File: config.mk
export PLATFORM = sky130hd
export DESIGN_NAME = heq_map_store
export DESIGN_NICKNAME = d
export VERILOG_FILES = /design/src/hdl/heq_pkg.sv /design/src/hdl/heq_map_store.sv
export SDC_FILE = /design/constraint.sdc
export NUM_CORES = 2
export LEC_CHECK = 0
export BUFFER_PORTS_ARGS = -buffer_cell sky130_fd_sc_hd__buf_2
export CAP_MARGIN = 10
export CELL_PAD_IN_SITES_DETAIL_PLACEMENT = 1
export CELL_PAD_IN_SITES_GLOBAL_PLACEMENT = 1
export CORE_ASPECT_RATIO = 1.75
export CORE_MARGIN = 2
export CORE_UTILIZATION = 30
export CTS_CLUSTER_DIAMETER = 120
export DETAILED_ROUTE_END_ITERATION = 10
export PLACE_DENSITY = 0.5
export RECOVER_POWER = 50
export SLEW_MARGIN = 0
export SYNTH_ARGS = -nofsm -noshare
export SYNTH_HDL_FRONTEND = slang
export SYNTH_SLANG_ARGS = --single-unit
File: constraint.sdc
create_clock -name clk -period 2.65 [get_ports clk]
set_clock_uncertainty 0.05 [all_clocks]
set_input_delay 0 -clock clk [delete_from_list [all_inputs] [get_ports clk]]
set_output_delay 0 -clock clk [all_outputs]
set_load 0.03 [all_outputs]
File: src/hdl/heq_pkg.sv
// Shared types and constants of the 8-bit histogram equalizer.
package heq_pkg;

	localparam int BINS   = 256;
	localparam int ADDR_W = 8;
	localparam int TBL_W  = 9;
	localparam int MAP_W  = 8;

	localparam logic [TBL_W-1:0] TBL_MAX = 9'd511;

	typedef enum logic [1:0] {
		CMD_ACCUM = 2'd0,
		CMD_BUILD = 2'd1,
		CMD_MAP   = 2'd2,
		CMD_CLEAR = 2'd3
	} cmd_t;

	localparam logic [1:0] REG_RANGE_LOW  = 2'd0;
	localparam logic [1:0] REG_RANGE_HIGH = 2'd1;
	localparam logic [1:0] REG_NORMALIZE  = 2'd2;

	// memory read request
	typedef struct packed {
		logic              en;
		logic [ADDR_W-1:0] addr;
	} mem_rd_t;

	// table write request
	typedef struct packed {
		logic              en;
		logic [ADDR_W-1:0] addr;
		logic [TBL_W-1:0]  data;
	} tbl_wr_t;

endpackage

File: src/hdl/heq_map_store.sv
// Lookup table memory; reads zero until the first build has written it.
module heq_map_store (
	input  logic                        clk,
	input  logic                        arst_n,
	input  heq_pkg::mem_rd_t            rd,
	output logic [heq_pkg::TBL_W-1:0]   rd_data,
	input  heq_pkg::tbl_wr_t            wr
);

	logic [heq_pkg::TBL_W-1:0] mem [heq_pkg::BINS];
	logic [heq_pkg::TBL_W-1:0] rdata_q;
	logic                      built_q;
	logic                      hit_q;

	always_ff @(posedge clk) begin
		if (wr.en) begin
			mem[wr.addr] <= wr.data;
		end
		if (rd.en) begin
			rdata_q <= mem[rd.addr];
		end
	end

	always_ff @(posedge clk or negedge arst_n) begin
		if (!arst_n) begin
			built_q <= 1'b0;
			hit_q   <= 1'b0;
		end else begin
			if (wr.en) begin
				built_q <= 1'b1;
			end
			if (rd.en) begin
				hit_q <= built_q;
			end
		end
	end

	assign rd_data = hit_q ? rdata_q : '0;

endmodule

# == Yosys cells after proc, flatten, opt, wreduce, memory -nomap -nowiden ==
# Memory sizes are Yosys's and may differ from the RTL's. A register that Yosys moved wholly into a read port is not among the register bits.
# Cells that the tools add are included.
# totals
out_inout_bits,9
regBits,2
input_bits,29
n_memories,1
ramBits,2304
elab_cells,6
# op_classes
n_mux,3
# memory_table
name,depth,word_bits,rd,rd_clocked_by_memory_dff,wr,line,text
mem,256,9,1,1,1,heq_map_store.sv:10,logic [heq_pkg::TBL_W-1:0] mem [heq_pkg::BINS];
# ops
operator,n
9-bit 2-to-1 mux,1
1-bit 2-to-1 mux,2

# == Logic depth before layout (Yosys ltp) ==
# depth
ltp_word,2
ltp_mapped,11
depth_no_buf,6

# == Least setup slack after synthesis ==
# No wires, ideal clock.
# synth_path
path_kind,input-to-reg
start,in rd[0] (netlist name)
end,"reg rdata_q[8] (netlist name) (read register of mem), data pin"
setup_ns,0.264
setup_slack_ns,0.677
stages,9
required_ns,2.336
arrival_time_ns,1.659
cell_sequence,buf_6 buf_12 buf_12 buf_6 mux4_2 a22oi_1 a21oi_1 nor4_2 nor3b_2
# synth_lines
item,line,text
from (decl),heq_map_store.sv:5,"input heq_pkg::mem_rd_t rd,"
to (decl),heq_map_store.sv:11,logic [heq_pkg::TBL_W-1:0] rdata_q;

==> results by group <==
Detailed routing
  • DRT Pass-1 Iters: 6
  • Drt wl/cell: 31.0 microns
  • Vias: 45200
  • Vias/cell: 5.01
  • Detail Route Antenna Nets: 0
  • DRT iter0 DRCs: 3312
  • Final WL: 280 mm
  • # DRC: 0

Min path
  • Hold path cells: 2
  • Worst Hold Path EP: mem[154][8]
  • Worst hold start: wr[8]
  • HP Class: input port to flop

Worst setup path
  • CP max FO: 1
  • Reg2reg start: mem[226][7]
  • Arr. time, crit path: 3.16 ns
  • Worst Setup Path Type: flop to flop
  • CP endpoint kind: flop
  • Reg2reg path depth: 6
  • WP data required: 3.20 ns
  • R2R setup slack: 0.04 ns
  • CP Launch Type: flop
  • Reg-to-reg critical path endpoint: rdata_q[7]

Die
  • Row count: 265
  • Die Area: 0.303 sq mm
  • Initial core utilization: 30.1%
  • Core Area: 0.297 sq mm
  • I/O pins: 38
  • Die Y: 727 microns
  • Width of the die: 417 microns

STA
  • Final period utilization: 98.3%
  • Max Fclk: 384 MHz
  • Final min period: 2.61 ns
  • RSZ-0062 raised after global routing: no
  • Setup TNS: 0 ns
  • Fin. max-slew vios: 859
  • Worst-margin pin slew: 2.56 ns
  • Finish-stage setup viols: 0
  • Final Hold Vio Count: 0
  • Relative slew slack: -70.8%

Place
  • GP Congestion: 0.860
  • Area after DPL: 0.0998 sq mm
  • DP Cell Count: 8619
  • Port Buffers: 37
  • Final HPWL DP: 194 mm

Layout
  • Area delta synth->final: 18.7%
  • Post-route design area: 0.106 sq mm
  • Fraction of layout cells with a size suffix above 1: 31.2%
  • Nets: 5014
  • Final std cells w/o fill: 9019

Pwr
  • Power density cells: 704 mW/mm^2
  • Sw Share: 22.1%
  • Comb pwr share: 6.2%
  • Int Power: 0.0583 W
  • Sequential power share: 54.0%
  • Maximum vdd drop: 526 uV
  • Clock power share: 39.8%
  • Switching pwr: 0.0165 W
  • Leakage dissipation: 33.8 nW

Clocking
  • Clk slew on worst S/H paths: 0.06 ns
  • CTS tree: built
  • Clk_lat worst skew: 0.91 ns
  • CTS root buffer: clkbuf_16
  • Clock tree buffer depth: 4
  • Num CTS Buffers: 208
  • # Post-CTS Setup Buffers: 0
  • Htree depth: 4
  • Clk sinks: 2315

Yosys
  • Yosys reg bits: 2315
  • Top cell type's share of synthesized area: 77.6%
  • Yosys warning count: 0
  • Async S/R FF share, synth: 0.0864%
  • Synthesized Nets: 4231
  • Syn_area_per_cell: 21.3 sq um
  • EDFF count, synth: 2313
  • Synth cell types: 54
  • Mapped cell area: 0.0895 sq mm
  • Seq/Total Area, Yosys: 77.7%
  • Dominant cells by area after synthesis: edfxtp_1 78%, mux4_2 12%, mux2i_1 1.9%, a22oi_1 1.4%, nor2_1 1.2%
  • Synth Instances: 4202
  • Most common cell in the netlist: edfxtp_1
  • Post-synth top area cell: edfxtp_1
  • Synth cell count leaders: 2313 x edfxtp_1, 485 x mux4_2, 295 x nor2_1
  • Top FF cell, synth: edfxtp_1

Global routing
  • First-pass GRT wire length: 393 mm
  • Initial antenna violation count: 16
  • Vias in the first global route: 49400
  • GR peak layer: met2
  • Met1 Track Usage GR: 19.9%
  • Pin count of the biggest net entering global routing: 87
  • Met2 usage: 35.9%
  • GR Util met3: 1.87%
  • GRT Overall Usage: 18.4%
  • GRT overflow: 0

Status
  • Status: finished with violations
  • Failing checks: capacitance limit, slew limit

Job
  • Max Cap Viol: 12
[placed cells by master, fill, tap and decap left out, types with 41 or more instances in the layout]
cell type,instances
buf_12,70
buf_4,659
nand2_1,46
o221ai_1,41
mux4_2,485
clkbuf_1,62
nor2_1,293
edfxtp_1,2313
mux2i_1,166
o22ai_1,56
a21oi_1,89
clkbuf_16,210
a22oi_1,166
clkinv_1,54
[power by group through the flow]
stage	sequential (W)	clock (W)	combinational, W
after floorplan	0.0412	0	0.00199
after global placement	0.0412	0	0.00468
after CTS	0.0404	0.0305	0.00480
after detailed placement	0.0412	0	0.00474
after global routing	0.0404	0.0316	0.00486
final	0.0404	0.0297	0.00463
[registers in the layout (all words and copies together), names as in the netlist]
name and cells:
built_q 1, hit_q 1, mem 2304, rdata_q 9
[routing by layer]
layer  up-vias  part of all wire, %
li1      19200                    -
met1     24700                   36
met2       896                   57
met3       391                  3.0
met4         8                  4.6
met5         -                0.017
[cells by family (layout without fill, tap and decap cells)]
| family | after synthesis | after routing | synth area share, % |
|---|---|---|---|
| buffers and inverters | 255 | 1196 | 1.83 |
| muxes | 673 | 673 | 14.3 |
| DFF | 2315 | 2315 | 77.7 |
| other | 0 | 5 | 0 |
| and+or+nand+nor | 490 | 490 | 2.52 |
| AOI/OAI and AO/OA | 469 | 469 | 3.66 |
[worst max-delay path by stage]
stage	startpoint	to	slack, ns	depth (start not counted)
after floorplan	rd[0]	rdata_q[8]	0.68	9
after global placement	rd[0]	rdata_q[0]	-1.07	11
after detailed placement	rd[0]	rdata_q[3]	-0.85	10
after CTS	mem[226][7]	rdata_q[7]	0.01	6
after global routing	wr[2]	mem[105][2]	0.01	3
final	mem[226][7]	rdata_q[7]	0.04	6
[what timing repair did]
item	CTS	global route
gates resized for setup	6	0
endpoints found under the setup margin	5	0
hold buffers	27	0
hold endpoints to repair	2626	0
[final cells by class]
class / instances / area [sq um]
fillers: 29100 / 191000
flip-flops and latches: 2315 / 69500
multi-input cells: 1632 / 18500
repair buffers: 826 / 7000
clock buffers: 257 / 5430
well taps: 3871 / 4840
clock inverters: 111 / 983
diodes: 5 / 12.5
inverters: 2 / 7.51
[critical path, stage by stage, from the launching register on]
cell,delay (ns)
edfxtp_1,0.37
mux4_2,0.55
a22o_1,0.27
a221oi_1,0.41
o22ai_1,0.26
a211oi_2,0.32
nor4_1,0.11
[through the flow]
stage,utilization [%],total power [W],hold slack (ns),setup WS (ns)
finish,35.8,0.0748,0.0788,0.0450
global route,35.8,0.0768,0.0909,0.0124
CTS,35.9,0.0757,0.0403,0.0114
detailed placement,33.6,0.0459,-0.202,-0.854
global placement,33.6,0.0459,-0.202,-1.07
floorplan,-,0.0432,-0.346,0.677
Note: power is estimated with default switching activity, not from simulation.
