===== config.mk =====
export PLATFORM = sky130hd
export DESIGN_NAME = heq_build
export DESIGN_NICKNAME = d
export VERILOG_FILES = /design/src/hdl/heq_pkg.sv /design/src/hdl/heq_div.sv /design/src/hdl/heq_build.sv
export SDC_FILE = /design/constraint.sdc
export NUM_CORES = 1
export LEC_CHECK = 0
export BUFFER_PORTS_ARGS = -buffer_cell sky130_fd_sc_hd__buf_2
export CORE_UTILIZATION = 58
export DETAILED_ROUTE_END_ITERATION = 6
export PLACE_DENSITY = 0.82
export SYNTH_ARGS = -nofsm -noshare
export SYNTH_HDL_FRONTEND = slang
export SYNTH_SLANG_ARGS = --single-unit

===== constraint.sdc =====
create_clock -name clk -period 8.7 [get_ports clk]
set_input_delay 2.175 -clock clk [delete_from_list [all_inputs] [get_ports clk]]
set_output_delay 2.175 -clock clk [all_outputs]
set_load 0.005 [all_outputs]

===== src/hdl/heq_pkg.sv =====
// Shared types and constants of the 8-bit histogram equalizer.
package heq_pkg;

	localparam int BINS   = 256;
	localparam int ADDR_W = 8;
	localparam int TBL_W  = 9;
	localparam int MAP_W  = 8;

	localparam logic [TBL_W-1:0] TBL_MAX = 9'd511;

	typedef enum logic [1:0] {
		CMD_ACCUM = 2'd0,
		CMD_BUILD = 2'd1,
		CMD_MAP   = 2'd2,
		CMD_CLEAR = 2'd3
	} cmd_t;

	localparam logic [1:0] REG_RANGE_LOW  = 2'd0;
	localparam logic [1:0] REG_RANGE_HIGH = 2'd1;
	localparam logic [1:0] REG_NORMALIZE  = 2'd2;

	// memory read request
	typedef struct packed {
		logic              en;
		logic [ADDR_W-1:0] addr;
	} mem_rd_t;

	// table write request
	typedef struct packed {
		logic              en;
		logic [ADDR_W-1:0] addr;
		logic [TBL_W-1:0]  data;
	} tbl_wr_t;

endpackage


===== src/hdl/heq_div.sv =====
// Restoring divider, one quotient bit per cycle, for quotients below 2^QW.
module heq_div #(
	parameter int NW = 42,
	parameter int DW = 34
) (
	input  logic                      clk,
	input  logic                      arst_n,
	input  logic                      start,
	input  logic [NW-1:0]             num,
	input  logic [DW-1:0]             den,
	output logic                      done,
	output logic [heq_pkg::MAP_W-1:0] quo
);

	localparam int QW = heq_pkg::MAP_W;
	localparam int CW = $clog2(QW);

	logic [NW-1:0] rem_q;
	logic [NW-1:0] dsh_q;
	logic [QW-1:0] quo_q;
	logic [CW-1:0] cnt_q;
	logic          busy_q;
	logic          done_q;
	logic          ge;

	assign ge = rem_q >= dsh_q;

	always_ff @(posedge clk) begin
		if (start) begin
			rem_q <= num;
			dsh_q <= NW'({den, {(QW-1){1'b0}}});
			quo_q <= '0;
		end else if (busy_q) begin
			rem_q <= ge ? rem_q - dsh_q : rem_q;
			dsh_q <= dsh_q >> 1;
			quo_q <= {quo_q[QW-2:0], ge};
		end
	end

	always_ff @(posedge clk or negedge arst_n) begin
		if (!arst_n) begin
			busy_q <= 1'b0;
			done_q <= 1'b0;
			cnt_q  <= '0;
		end else begin
			done_q <= 1'b0;
			if (start) begin
				busy_q <= 1'b1;
				cnt_q  <= CW'(QW-1);
			end else if (busy_q) begin
				cnt_q <= cnt_q - 1'b1;
				if (cnt_q == '0) begin
					busy_q <= 1'b0;
					done_q <= 1'b1;
				end
			end
		end
	end

	assign done = done_q;
	assign quo  = quo_q;

endmodule


===== src/hdl/heq_build.sv =====
// Table build sequencer: window sum sweep, then cumulative table sweep.
module heq_build #(
	parameter int COUNT_BITS = 25
) (
	input  logic                        clk,
	input  logic                        arst_n,
	input  logic                        start,
	input  logic [7:0]                  range_low,
	input  logic [7:0]                  range_high,
	input  logic                        normalize,
	output heq_pkg::mem_rd_t            bin_rd,
	input  logic [COUNT_BITS-1:0]       bin_data,
	output heq_pkg::tbl_wr_t            tbl_wr,
	output logic                        busy
);

	localparam int SW = COUNT_BITS + heq_pkg::ADDR_W;
	localparam int NW = SW + 9;
	localparam int DW = SW + 1;
	localparam int TW = heq_pkg::TBL_W;

	typedef enum logic [6:0] {
		ST_IDLE    = 7'b0000001,
		ST_SUM_RD  = 7'b0000010,
		ST_SUM_ADD = 7'b0000100,
		ST_MAP_RD  = 7'b0001000,
		ST_MAP_ACC = 7'b0010000,
		ST_NUM     = 7'b0100000,
		ST_DIV     = 7'b1000000
	} build_state_t;

	build_state_t               state_q, state_d;
	logic [heq_pkg::ADDR_W-1:0] idx_q;
	logic [SW-1:0]              sum_q;
	logic [SW-1:0]              run_q;
	logic [SW-1:0]              run_nx;
	logic [TW-1:0]              base_q;
	logic                       win, above;
	logic                       need_div;
	logic [TW-1:0]              val;
	logic [TW:0]                base_sum;
	logic                       wr_en;
	logic                       div_start;
	logic                       div_done;
	logic [heq_pkg::MAP_W-1:0]  div_quo;
	logic [NW-1:0]              num;

	assign above  = idx_q > range_high;
	assign win    = !above && (idx_q >= range_low);
	assign run_nx = run_q + (win ? SW'(bin_data) : '0);
	assign base_sum = {1'b0, base_q} + {2'b00, idx_q};
	assign need_div = win && normalize && (sum_q != '0);

	// 510*run + S
	assign num = {run_q, 9'd0} - NW'({run_q, 1'b0}) + NW'(sum_q);

	heq_div #(.NW(NW), .DW(DW)) u_div (
		.clk   (clk),
		.arst_n(arst_n),
		.start (div_start),
		.num   (num),
		.den   ({sum_q, 1'b0}),
		.done  (div_done),
		.quo   (div_quo)
	);

	always_comb begin
		val = '0;
		if (state_q == ST_DIV) begin
			val = TW'(div_quo);
		end else if (above) begin
			val = base_sum[TW] ? heq_pkg::TBL_MAX : base_sum[TW-1:0];
		end else if (win && !normalize) begin
			val = (run_nx > SW'(heq_pkg::TBL_MAX)) ? heq_pkg::TBL_MAX : run_nx[TW-1:0];
		end
	end

	assign wr_en = ((state_q == ST_MAP_ACC) && !need_div) || ((state_q == ST_DIV) && div_done);
	assign div_start = state_q == ST_NUM;

	always_comb begin
		state_d = state_q;
		case (state_q)
			ST_IDLE:    if (start) state_d = ST_SUM_RD;
			ST_SUM_RD:  state_d = ST_SUM_ADD;
			ST_SUM_ADD: state_d = (&idx_q) ? ST_MAP_RD : ST_SUM_RD;
			ST_MAP_RD:  state_d = ST_MAP_ACC;
			ST_MAP_ACC: begin
				if (need_div) state_d = ST_NUM;
				else state_d = (&idx_q) ? ST_IDLE : ST_MAP_RD;
			end
			ST_NUM:     state_d = ST_DIV;
			ST_DIV:     if (div_done) state_d = (&idx_q) ? ST_IDLE : ST_MAP_RD;
			default:    state_d = ST_IDLE;
		endcase
	end

	always_ff @(posedge clk or negedge arst_n) begin
		if (!arst_n) begin
			state_q <= ST_IDLE;
			idx_q   <= '0;
		end else begin
			state_q <= state_d;
			if (state_q == ST_IDLE) begin
				idx_q <= '0;
			end else if (state_q == ST_SUM_ADD || wr_en) begin
				idx_q <= idx_q + 1'b1;
			end
		end
	end

	always_ff @(posedge clk) begin
		if (state_q == ST_IDLE) begin
			sum_q <= '0;
			run_q <= '0;
			base_q <= '0;
		end else if (state_q == ST_SUM_ADD) begin
			if (win) begin
				sum_q <= sum_q + SW'(bin_data);
			end
		end else if (state_q == ST_MAP_ACC) begin
			run_q <= run_nx;
		end
		if (wr_en && idx_q == range_high) begin
			base_q <= val;
		end
	end

	assign bin_rd.en   = (state_q == ST_SUM_RD) || (state_q == ST_MAP_RD);
	assign bin_rd.addr = idx_q;
	assign tbl_wr.en   = wr_en;
	assign tbl_wr.addr = idx_q;
	assign tbl_wr.data = val;
	assign busy        = state_q != ST_IDLE;

endmodule


## Word level (Yosys, flattened, before mapping)

Cells that the tools add are included.

- Bits of input ports: 45
- Word-level logic and storage cells: 89
- Bits in registers: 186
- Output and inout bits: 28
- Memories: 0
- ROM bits: 0
- RAM bits: 0
- Latch bits: 0

- Reduce and logical (&&, ||, !) cells: 24
- Multipliers: 0
- Add/subtract/negate cells: 8
- Bitwise logic cells: 1
- Div/mod/pow operators: 0
- Shift operators: 0
- Equality and inequality tests: 11
- Muxes and demuxes: 29
- Order comparisons: 4

Operator list:

| kind | count |
|---|---|
| $mux W42 | 3 |
| $mux W41 | 2 |
| $add A33 B25 Y33 | 2 |
| $mux W9 | 7 |
| $pmux W7 S7 | 1 |
| $add A42 B33 Y42 | 1 |
| $ge A42 B41 Y1 | 1 |
| $sub A42 B34 Y42 | 1 |
| $sub A42 B41 Y42 | 1 |
| $gt A33 B9 Y1 const B | 1 |
| $reduce_bool A33 Y1 | 1 |
| $mux W25 | 1 |
| $mux W8 | 2 |
| $mux W7 | 2 |
| $add A9 B8 Y10 | 1 |
| $add A8 B1 Y8 const B | 1 |
| $eq A8 B8 Y1 | 1 |
| $ge A8 B8 Y1 | 1 |
| $gt A8 B8 Y1 | 1 |
| $mux W4 | 2 |
| $reduce_and A2 Y1 | 4 |
| $reduce_and A8 Y1 | 1 |
| $reduce_bool A2 Y1 | 4 |
| $eq A7 B1 Y1 const B | 1 |
| other kinds (18) | 34 |

## Logic depth before layout (Yosys ltp)

Gate-level depths: netlist (run 1).

- Word-level depth: 11
- Gate-level depth with buffers: 24
- Depth with buffers taken out: 21

## Modules after synthesis

Synthesis (run 1) repeated with hierarchy kept, for this count alone.

- Cells, all modules: 2060
- Area, all modules: 16807.4 um^2

By module, submodules not included:

| module | area each (um^2) | seq. area each (um^2) | cells an instance | times used |
|---|---|---|---|---|
| heq_build | 10273.6 | 1968.1 | 1344 | 1 |
| heq_div | 6533.8 | 2707.6 | 716 | 1 |

## Worst setup path before layout (run 1)

OpenSTA, ideal clock, no wires.

- Path kind: input port to output port
- Start point: input port range_high[1]
- End point: output port tbl_wr[0] (netlist name)
- Slack: -85 ps
- Cell stages on the path: 24
- Arrival time: 6610 ps
- Cells stage by stage: inv_1 -> ha_1 -> nor2b_1 -> o21a_1 -> o21a_1 -> o21a_1 -> o21a_1 -> nor2_1 -> clkbuf_1 -> and2_1 -> ha_1 -> fa_1 -> a211oi_2 -> o211ai_1 -> a31oi_1 -> a211oi_1 -> a31oi_2 -> mux2i_1 -> a211oi_1 -> nand4_1 -> or2_1 -> buf_6 -> buf_6 -> o31a_1

RTL lines:

| what | line | source |
|---|---|---|
| start: declaration | heq_build.sv:9 | `input logic [7:0] range_high,` |
| end: declaration | heq_build.sv:13 | `output heq_pkg::tbl_wr_t tbl_wr,` |

==> out/results.ini, run 1 <==
[status]
violations=negative setup slack
outcome=finished with violations

[layout]
n_antenna_cell=0
final_nets=2481
syn2layout_area_growth_pct=15.99
final_area_mm2=0.01965
final_core_util_pct=68.45
layout.cells.non_filler=2632
drive_above_1_share_pct=14.77

[clock_network]
h-tree-depth=4
clkTransAtPathRegs_ns=0.07
cts_buffer_depth=2
clock_sinks=186
cts_inserted_buffers=17
cts_tree=built
insertion_delay_ns=0.45
cts-root-buf=clkbuf_16

[timing]
period_share_pct=103.9
slew_headroom_pct=28.63
skew_ns=0.01405
tightestPinTransition_ns=1.067
max_freq_mhz=110.6
slew_viol_final=0
min_period_ns=9.042
setup_slack_ns=-0.3421
tns_ns=-2.552
setup_viol=9
holdWs_ns=0.4752
rsz0062_at_grt=yes
finalHoldViolCount=0

[floorplanning]
die_area_mm2=0.02989
die_w_um=172.9
io_pins=73
start_util_pct=59.01
fp.dieH_um=172.9
rows=62
core-area_mm2=0.02870

[yosys]
synth_top_area_share_pct=14.89
yosysTopAreaCell=edfxtp_1
ys.flop_type=edfxtp_1
yosysWarnings=0
synth-seq-cells=186
ys_top_cells_by_area=edfxtp_1 15%, ha_1 13%, dfxtp_1 9.7%
synthTopCellsByCount=210 x inv_1, 188 x a21oi_1, 184 x nand2_1
async_flop_share_pct=10.75
synth.net_count=2332
ys_seq_area_share_pct=27.54
synth.most_common_cell=inv_1
netlist_area_mm2=0.01694
syn-instance-count=2086
avgSynthCellArea_um2=8.120
ys_types=81
synth_edf_count=84

[global_route]
antenna_found_initial=1
grt_pass1_wl_um=77370
grt_pass1_vias=15040
grt_max_degree=82
gr-total-overflow=0
grt_usage_pct=32.13

[placed_design]
io_buffers=72
place_congestion=1.009
place_ws_ns=-0.5541
place_inst=2576
post-dp-hpwl_um=37020
place_area_mm2=0.01834

[routing]
antenna_left=0
drt_first_pass_iters=7
drtIter0Drc=1897
num_vias=16250
wl_per_cell_um=18.73
drc=0
drt-total-wl_um=49290
vias_per_cell=6.174

[setup_path]
arrival_ns=6.87
cp_max_fo=12
cp-start-kind=input port
required_ns=6.53
crit_path_end_kind=output pin
critPathKind=in -> out

[pwr]
p_leak_nw=9.256
p_per_area_mw_per_mm2=102.6
power_mw=2.016
ir_drop_mv=0.1237

[min_path]
hold_path.class=reg -> reg

[run]
cap_violations=0

## cell families after synthesis
| family | count (synthesis) | share of synthesized area, % |
|---|---|---|
| multiplexers | 31 | 1.854 |
| AND/OR/NAND/NOR | 636 | 18.04 |
| buffers and inverters | 291 | 6.796 |
| flip-flops | 186 | 27.54 |
| XOR/XNOR | 121 | 6.256 |
| AO/OA/AOI/OAI | 620 | 23.38 |
| adder cells (fa/ha/maj) | 201 | 16.13 |
## worst max-delay path, stage by stage
cell       delay (ns)
buf_6            0.09
inv_4            0.04
ha_4             0.19
nor2b_4          0.12
o21a_1           0.16
o21a_1           0.16
o21a_1           0.20
o21a_2           0.24
buf_4            0.14
buf_4            0.17
nor3_4           0.19
buf_4            0.17
fa_2             0.24
a211oi_4         0.08
o211ai_1         0.28
a31oi_2          0.19
a211oi_2         0.33
buf_4            0.19
nor2b_2          0.05
xnor2_2          0.15
nor3_2           0.30
o2111ai_4        0.19
or2_4            0.33
o311a_1          0.34
buf_2            0.13
## what timing repair did
action                                  4_1_cts  5_1_grt
cloned                                        2        0
setup buffers                                14        9
gates resized for setup                      69       26
endpoints found under the setup margin        9        9
hold buffers                                  0        0
pin swaps                                    47       40
## cell usage in the layout, fill, tap and decap left out, types with 34 or more instances in the layout
cell / n
buf_4: 125
buf_2: 70
inv_1: 209
nand3_1: 76
xnor2_1: 77
dfxtp_1: 82
edfxtp_1: 84
o21ai_0: 124
nand2_1: 183
ha_1: 161
a21o_1: 78
nor3_1: 34
nor2_1: 146
xor2_1: 40
a21oi_1: 175
## final timing paths
| check | from | slack [ns] | endpoint | cells after the start |
|---|---|---|---|---|
| worst max-delay path | range_high[1] | -0.34 | tbl_wr[8] | 25 |
| worst min-delay path | u_div.cnt_q[2]$_DFFE_PN0P_ | 0.48 | u_div.done$_DFF_PN0_ | 1 |
| worst max register to register | idx_q[0]$_DFFE_PN0P_ | 2.94 | base_q[1]$_SDFFCE_PN0P_ | 26 |
| worst min register to register | u_div.cnt_q[2]$_DFFE_PN0P_ | 0.48 | u_div.done$_DFF_PN0_ | 1 |
| max in group asynchronous | arst_n | 6.64 | u_div.busy_q$_DFF_PN0_ | 1 |
| min in group asynchronous | arst_n | 1.69 | idx_q[3]$_DFFE_PN0P_ | 1 |
## cell type report
cell class                 count  area [µm²]
multi-input combinational   1609       11630
fill                        2292        9055
sequential                   186        4667
timing repair buffer         210        1499
inverter                     211       794.5
tap                          384       480.5
clock buffer                  17       425.4
clock inverter                15       146.4
## state kept, by name, indices dropped and copies added, names as in the netlist, 3 cells and up
| signal | cells |
|---|---|
| base_q | 9 |
| u_div.dsh_q | 41 |
| u_div.cnt_q | 3 |
| sum_q | 33 |
| run_q | 33 |
| idx_q | 8 |
| u_div.quo | 8 |
| u_div.rem_q | 42 |
| state_q | 7 |
## routing by layer
metal	vias to the layer above	GRT usage, %	part of all wire (%)
li1	7761	-	-
met1	7609	44.67	44
met2	781	52.07	46
met3	99	4.573	8.2
met4	0	9.145	2.6
met5	-	0	0
## where the power goes
part / leakage, nW / total (mW) / switching (mW) / internal [mW]
Sequential: 1.65 / 0.959 / 0.0195 / 0.940
Clock: 0.266 / 0.781 / 0.359 / 0.422
Combinational: 7.34 / 0.276 / 0.192 / 0.0843
Total: 9.26 / 2.02 / 0.570 / 1.45
(Power assumes the default switching activity.)
==> run 2, diff against run 1 <==
--- a/config.mk
+++ b/config.mk
@@ -9,6 +9,7 @@
 export CORE_UTILIZATION = 58
 export DETAILED_ROUTE_END_ITERATION = 6
 export PLACE_DENSITY = 0.82
+export RECOVER_POWER = 100
 export SYNTH_ARGS = -nofsm -noshare
 export SYNTH_HDL_FRONTEND = slang
 export SYNTH_SLANG_ARGS = --single-unit
==> run 2 against run 1 <==
  * The flow finishes with violations (max-capacitance violations, max-slew violations, negative setup slack)
  * Largest power group unchanged
  * Via count barely moved
  * Largest cell class unchanged
  * Register-to-register slack worse by 0.02 ns
  * Clock skew up 0.0012 ns
  * Worst setup slack lost 0.0014 ns
  * Critical path type unchanged
  * Non-clock buffer count is the same
  * Clock power about the same
==> out/results.ini, run 2 (same netlist as run 1, synthesis figures left out) <==
[run]
cap_violations=5  ; +5

[floorplanning]
start_util_pct=59.01  ; unchanged
rows=62  ; unchanged
core-area_mm2=0.02870  ; unchanged
fp.dieH_um=172.9  ; unchanged
die_w_um=172.9  ; unchanged
io_pins=73  ; unchanged
die_area_mm2=0.02989  ; unchanged

[clock_network]
h-tree-depth=4  ; unchanged
cts_buffer_depth=2  ; unchanged
cts_tree=built
clkTransAtPathRegs_ns=0.07  ; about the same
insertion_delay_ns=0.45  ; about the same
clock_sinks=186  ; unchanged
cts_inserted_buffers=17  ; unchanged
cts-root-buf=clkbuf_16
cts_hold_buf=0  ; unchanged

[layout]
final_nets=2481  ; unchanged
max_flop_register=u_div.rem_q
largest_reg_flops=42  ; unchanged
final_common_cell=inv_1
n_antenna_cell=0  ; unchanged
reg_top3=u_div.rem_q x42, u_div.dsh_q x41
final_cell_mix=209 x inv_1, 183 x nand2_1, 175 x a21oi_1, 161 x ha_1, 146 x nor2_1
syn2layout_area_growth_pct=15.76
drive_above_1_share_pct=14.15  ; -0.62 points
layout.cells.non_filler=2632  ; unchanged

[pwr]
power_mw=2.014  ; about the same
p_leak_nw=9.207  ; -0.53%
p_per_area_mw_per_mm2=102.7  ; +0.11%
ir_drop_mv=0.1235  ; -0.18%

[timing]
tightestPinTransition_ns=3.698  ; +2.631 ns
skew_ns=0.01530  ; +0.001246 ns
setup_slack_ns=-0.3435  ; -0.001367 ns
max_freq_mhz=110.6  ; about the same
rsz0062_at_grt=yes
holdWs_ns=0.4734  ; -0.001748 ns
slew_viol_final=281  ; +281
slew_headroom_pct=-146.5  ; -180 points
finalHoldViolCount=0  ; unchanged
setup_viol=9  ; unchanged
period_share_pct=103.9  ; about the same
min_period_ns=9.043  ; +0.001367 ns

[global_route]
grt_max_degree=82  ; unchanged
use_met2_pct=52.07  ; unchanged
grt_pass1_wl_um=77370  ; unchanged
use_met1_pct=44.67  ; unchanged
grt_usage_pct=32.13  ; unchanged
use_met3_pct=4.573  ; unchanged
gr-total-overflow=0  ; unchanged
grt.busiest_layer=met2
antenna_found_initial=1  ; unchanged
grt_pass1_vias=15040  ; unchanged

[routing]
vias_per_cell=6.180  ; about the same
drt_first_pass_iters=5  ; -2
wl_per_cell_um=18.70  ; -0.13%
drt-total-wl_um=49230  ; -0.13%
drtIter0Drc=1896  ; -0.053%
antenna_left=0  ; unchanged
num_vias=16270  ; +0.092%
drc=0  ; unchanged

[status]
violations=max-capacitance violations, max-slew violations, negative setup slack
outcome=finished with violations

[setup_path]
crit_path_end_kind=output pin
cpPeakStageDelay_ns=0.34  ; about the same
cp_max_fo=12  ; unchanged
worst-path-buf-inv=7  ; unchanged
arrival_ns=6.87  ; about the same
cp-start-kind=input port
slowest_stage=o311a_1
required_ns=6.53  ; about the same
critPathKind=in -> out
cpLargestDelayFamily=compound AO/OA/AOI/OAI gates

[placed_design]
place_inst=2576  ; unchanged
post-dp-hpwl_um=37020  ; unchanged
io_buffers=72  ; unchanged
place_congestion=1.009  ; unchanged

[min_path]
hold_path.class=reg -> reg

==> run 2: final timing paths <==
check | slack (ns) | cells past startpoint | endpoint | from
min reg2reg | 0.47 | 1 | u_div.done$_DFF_PN0_ | u_div.cnt_q[2]$_DFFE_PN0P_
max reg2reg | 2.92 | 26 | base_q[1]$_SDFFCE_PN0P_ | idx_q[0]$_DFFE_PN0P_
max | -0.34 | 25 | tbl_wr[8] | range_high[1]
max in group asynchronous | 5.95 | 1 | u_div.busy_q$_DFF_PN0_ | arst_n
min in group asynchronous | 1.95 | 1 | idx_q[3]$_DFFE_PN0P_ | arst_n
min | 0.47 | 1 | u_div.done$_DFF_PN0_ | u_div.cnt_q[2]$_DFFE_PN0P_
==> run 2: through the flow <==
stage	setup WS (ns)	utilization, %	TNS (ns)	cell area [µm²]
finish	-0.3435	68.31	-2.522	19610
global route	-0.4517	68.31	-3.421	19610
floorplan	0.02699	-	0	16960
global placement	-0.4927	63.89	-3.743	18340
CTS	-0.2156	67.72	-1.259	19440
detailed placement	-0.5541	63.89	-4.364	18340
==> run 2: final cells by class <==
cell class                 instances  area [µm²]
multi-input combinational       1609       11620
fill                            2305        9095
sequential                       186        4667
timing repair buffer             210        1469
inverter                         211       794.5
tap                              384       480.5
clock buffer                      17       425.4
clock inverter                    15       146.4
==> run 2: routing by layer <==
layer,part of all wire (%),vias to the layer above
li1,-,7751
met1,44,7669
met2,46,743
met3,8.4,102
met4,2.4,0
met5,0,-
==> run 2: what timing repair did <==
action | 4_1_cts | 5_1_grt
gates cloned | 2 | 0
setup endpoints to repair | 9 | 9
resized for setup | 69 | 26
pin swaps | 47 | 40
buffers inserted | 14 | 9
==> run 2: where the power goes <==
| group | switching, mW | total, mW | leakage [nW] | internal (mW) |
|---|---|---|---|---|
| Clock | 0.361 | 0.783 | 0.266 | 0.422 |
| Combinational | 0.190 | 0.272 | 7.29 | 0.0816 |
| Sequential | 0.0189 | 0.959 | 1.65 | 0.940 |
==> run 3, diff against run 2 <==
--- a/config.mk
+++ b/config.mk
@@ -10,6 +10,7 @@
 export DETAILED_ROUTE_END_ITERATION = 6
 export PLACE_DENSITY = 0.82
 export RECOVER_POWER = 100
+export SKIP_CTS_REPAIR_TIMING = 1
 export SYNTH_ARGS = -nofsm -noshare
 export SYNTH_HDL_FRONTEND = slang
 export SYNTH_SLANG_ARGS = --single-unit
==> run 3 against run 2 <==
  * The run still ends with max-capacitance violations, max-slew violations, negative setup slack left
  * Clock power hardly changed
  * Fmax is 0.34% lower
  * Wire length fell by 2.2%
  * Register-to-register slack improved by 0.16 ns
  * Core utilization down 1.2 points
  * Sequential share of layout area is 0.43 points higher
  * Worst hold slack barely moved
  * Sequential power barely moved
  * Combinational power barely moved
  * Via count shrank 1.3%
  * Critical path depth stayed put
  * Highest routed layer unchanged
==> out/results.ini, run 3 (same netlist as run 1, synthesis figures left out) <==
[pwr]
p_comb_share_pct=13.4  ; about the same
ir_drop_mv=0.1261  ; +2.1%
switching_share_pct=28.30  ; -0.034 points
power_mw=2.010  ; -0.20%
p_int_mw=1.441  ; -0.16%
p_leak_nw=9.089  ; -1.3%
clkPwrFrac_pct=38.9  ; about the same
p_switching_mw=0.5688  ; -0.32%
p_per_area_mw_per_mm2=104.3  ; +1.6%
p_seq_share_pct=47.7  ; about the same

[layout]
final_nets=2466  ; -0.60%
max_flop_register=u_div.rem_q
reg_top3=u_div.rem_q x42, u_div.dsh_q x41
final_common_cell=inv_1
final_area_mm2=0.01926  ; -1.8%
drive_above_1_share_pct=12.72  ; -1.4 points
syn2layout_area_growth_pct=13.70
final_cell_mix=209 x inv_1, 183 x nand2_1, 180 x a21oi_1, 166 x ha_1, 147 x nor2_1
n_antenna_cell=0  ; unchanged
final_core_util_pct=67.10  ; -1.2 points
largest_reg_flops=42  ; unchanged

[timing]
slew_headroom_pct=-143.2  ; +3.3 points
tightestPinTransition_ns=3.648  ; -0.05024 ns
min_period_ns=9.075  ; +0.03119 ns
setup_slack_ns=-0.3747  ; -0.03119 ns
period_share_pct=104.3  ; +0.36 points
slew_viol_final=239  ; -15%
finalHoldViolCount=0  ; unchanged
rsz0062_at_grt=yes
skew_ns=0.01364  ; -0.001660 ns
max_freq_mhz=110.2  ; -0.34%
setup_viol=9  ; unchanged

[min_path]
whs_path_depth=1  ; unchanged
hold_path.class=reg -> reg

[setup_path]
cp_max_fo=6  ; -6
crit_path_end_kind=output pin
worstRegToRegCells=24  ; -7.7%
critPathKind=in -> out
required_ns=6.53  ; about the same
arrival_ns=6.90  ; +0.03 ns
cp-start-kind=input port

[floorplanning]
core-area_mm2=0.02870  ; unchanged
io_pins=73  ; unchanged
die_w_um=172.9  ; unchanged
fp.dieH_um=172.9  ; unchanged
start_util_pct=59.01  ; unchanged
die_area_mm2=0.02989  ; unchanged
rows=62  ; unchanged

[routing]
num_vias=16060  ; -1.3%
drc=0  ; unchanged
antenna_left=0  ; unchanged
drt_first_pass_iters=5  ; unchanged
drt-total-wl_um=48130  ; -2.2%
drtIter0Drc=1632  ; -14%
vias_per_cell=6.136  ; -0.70%
wl_per_cell_um=18.39  ; -1.7%

[clock_network]
cts_inserted_buffers=17  ; unchanged
cts_buffer_depth=2  ; unchanged
cts_tree=built
h-tree-depth=4  ; unchanged
cts-root-buf=clkbuf_16
clkTransAtPathRegs_ns=0.07  ; about the same
clock_sinks=186  ; unchanged
insertion_delay_ns=0.45  ; about the same

[placed_design]
place_ws_ns=-0.5541  ; unchanged
place_congestion=1.009  ; unchanged
place_area_mm2=0.01834  ; unchanged
post-dp-hpwl_um=37020  ; unchanged
io_buffers=72  ; unchanged

[status]
outcome=finished with violations
violations=max-capacitance violations, max-slew violations, negative setup slack

[global_route]
grt_pass1_vias=14690  ; -2.3%
gr-total-overflow=0  ; unchanged
grt_pass1_wl_um=75150  ; -2.9%
grt_max_degree=82  ; unchanged
grt_usage_pct=31.24  ; -0.89 points
antenna_found_initial=1  ; unchanged

[run]
cap_violations=4  ; -1

-- run 3: per-stage QoR --
| stage | TNS (ns) | hold slack, ns | cells |
|---|---|---|---|
| 3_5_place_dp | -4.364 | 0.4622 | 2576 |
| 5_1_grt | -4.118 | 0.5026 | 2617 |
| 4_1_cts | -4.689 | 0.4769 | 2608 |
| 6_report | -2.806 | 0.4733 | 2617 |
| 2_1_floorplan | 0 | 0.4444 | 2086 |
| 3_3_place_gp | -3.743 | 0.4631 | 2576 |
-- run 3: cell type report --
cell class | instances | area (µm²)
Tap cell | 384 | 480.5
Inverter | 211 | 794.5
Multi-Input combinational cell | 1609 | 11410
Clock buffer | 17 | 425.4
Timing Repair Buffer | 195 | 1331
Sequential cell | 186 | 4667
Fill cell | 2387 | 9443
Clock inverter | 15 | 146.4
-- run 3: final timing paths --
path / startpoint / to / slack [ns]
max in group asynchronous: arst_n / u_div.busy_q$_DFF_PN0_ / 5.94
min: u_div.cnt_q[2]$_DFFE_PN0P_ / u_div.done$_DFF_PN0_ / 0.47
max reg2reg: idx_q[0]$_DFFE_PN0P_ / base_q[1]$_SDFFCE_PN0P_ / 3.08
min reg2reg: u_div.cnt_q[2]$_DFFE_PN0P_ / u_div.done$_DFF_PN0_ / 0.47
max: range_high[1] / tbl_wr[8] / -0.37
min in group asynchronous: arst_n / idx_q[3]$_DFFE_PN0P_ / 1.95
-- run 3: power by group through the flow --
stage | Clock, mW | Sequential, mW | Combinational (mW)
floorplan | 0 | 0.970 | 0.178
global placement | 0 | 0.977 | 0.253
detailed placement | 0 | 0.978 | 0.262
CTS | 0.785 | 0.958 | 0.263
global route | 0.821 | 0.961 | 0.289
finish | 0.781 | 0.959 | 0.270
-- run 3: critical path, stage by stage --
cell and delay, ns:
buf_6 0.09, inv_4 0.04, ha_4 0.19, nor2b_4 0.12, o21a_1 0.17, o21a_1 0.18
o21a_1 0.20, o21a_2 0.23, nor2_4 0.18, clkbuf_16 0.18, and2_4 0.14, ha_4 0.15
fa_2 0.22, a211oi_2 0.08, o211ai_1 0.28, a31oi_2 0.21, a211oi_2 0.36, buf_4 0.19
nor2b_4 0.04, xnor2_2 0.15, nor3_2 0.30, o2111ai_4 0.20, or2_4 0.30, o311a_1 0.36
buf_2 0.13
-- run 3: layer usage --
layer	GRT usage (%)	part of all wire (%)	vias to the layer above
met5	0	0	-
met4	8.407	2.5	0
met3	4.639	7.4	92
met2	50.03	45	683
met1	44.00	45	7568
li1	-	-	7716
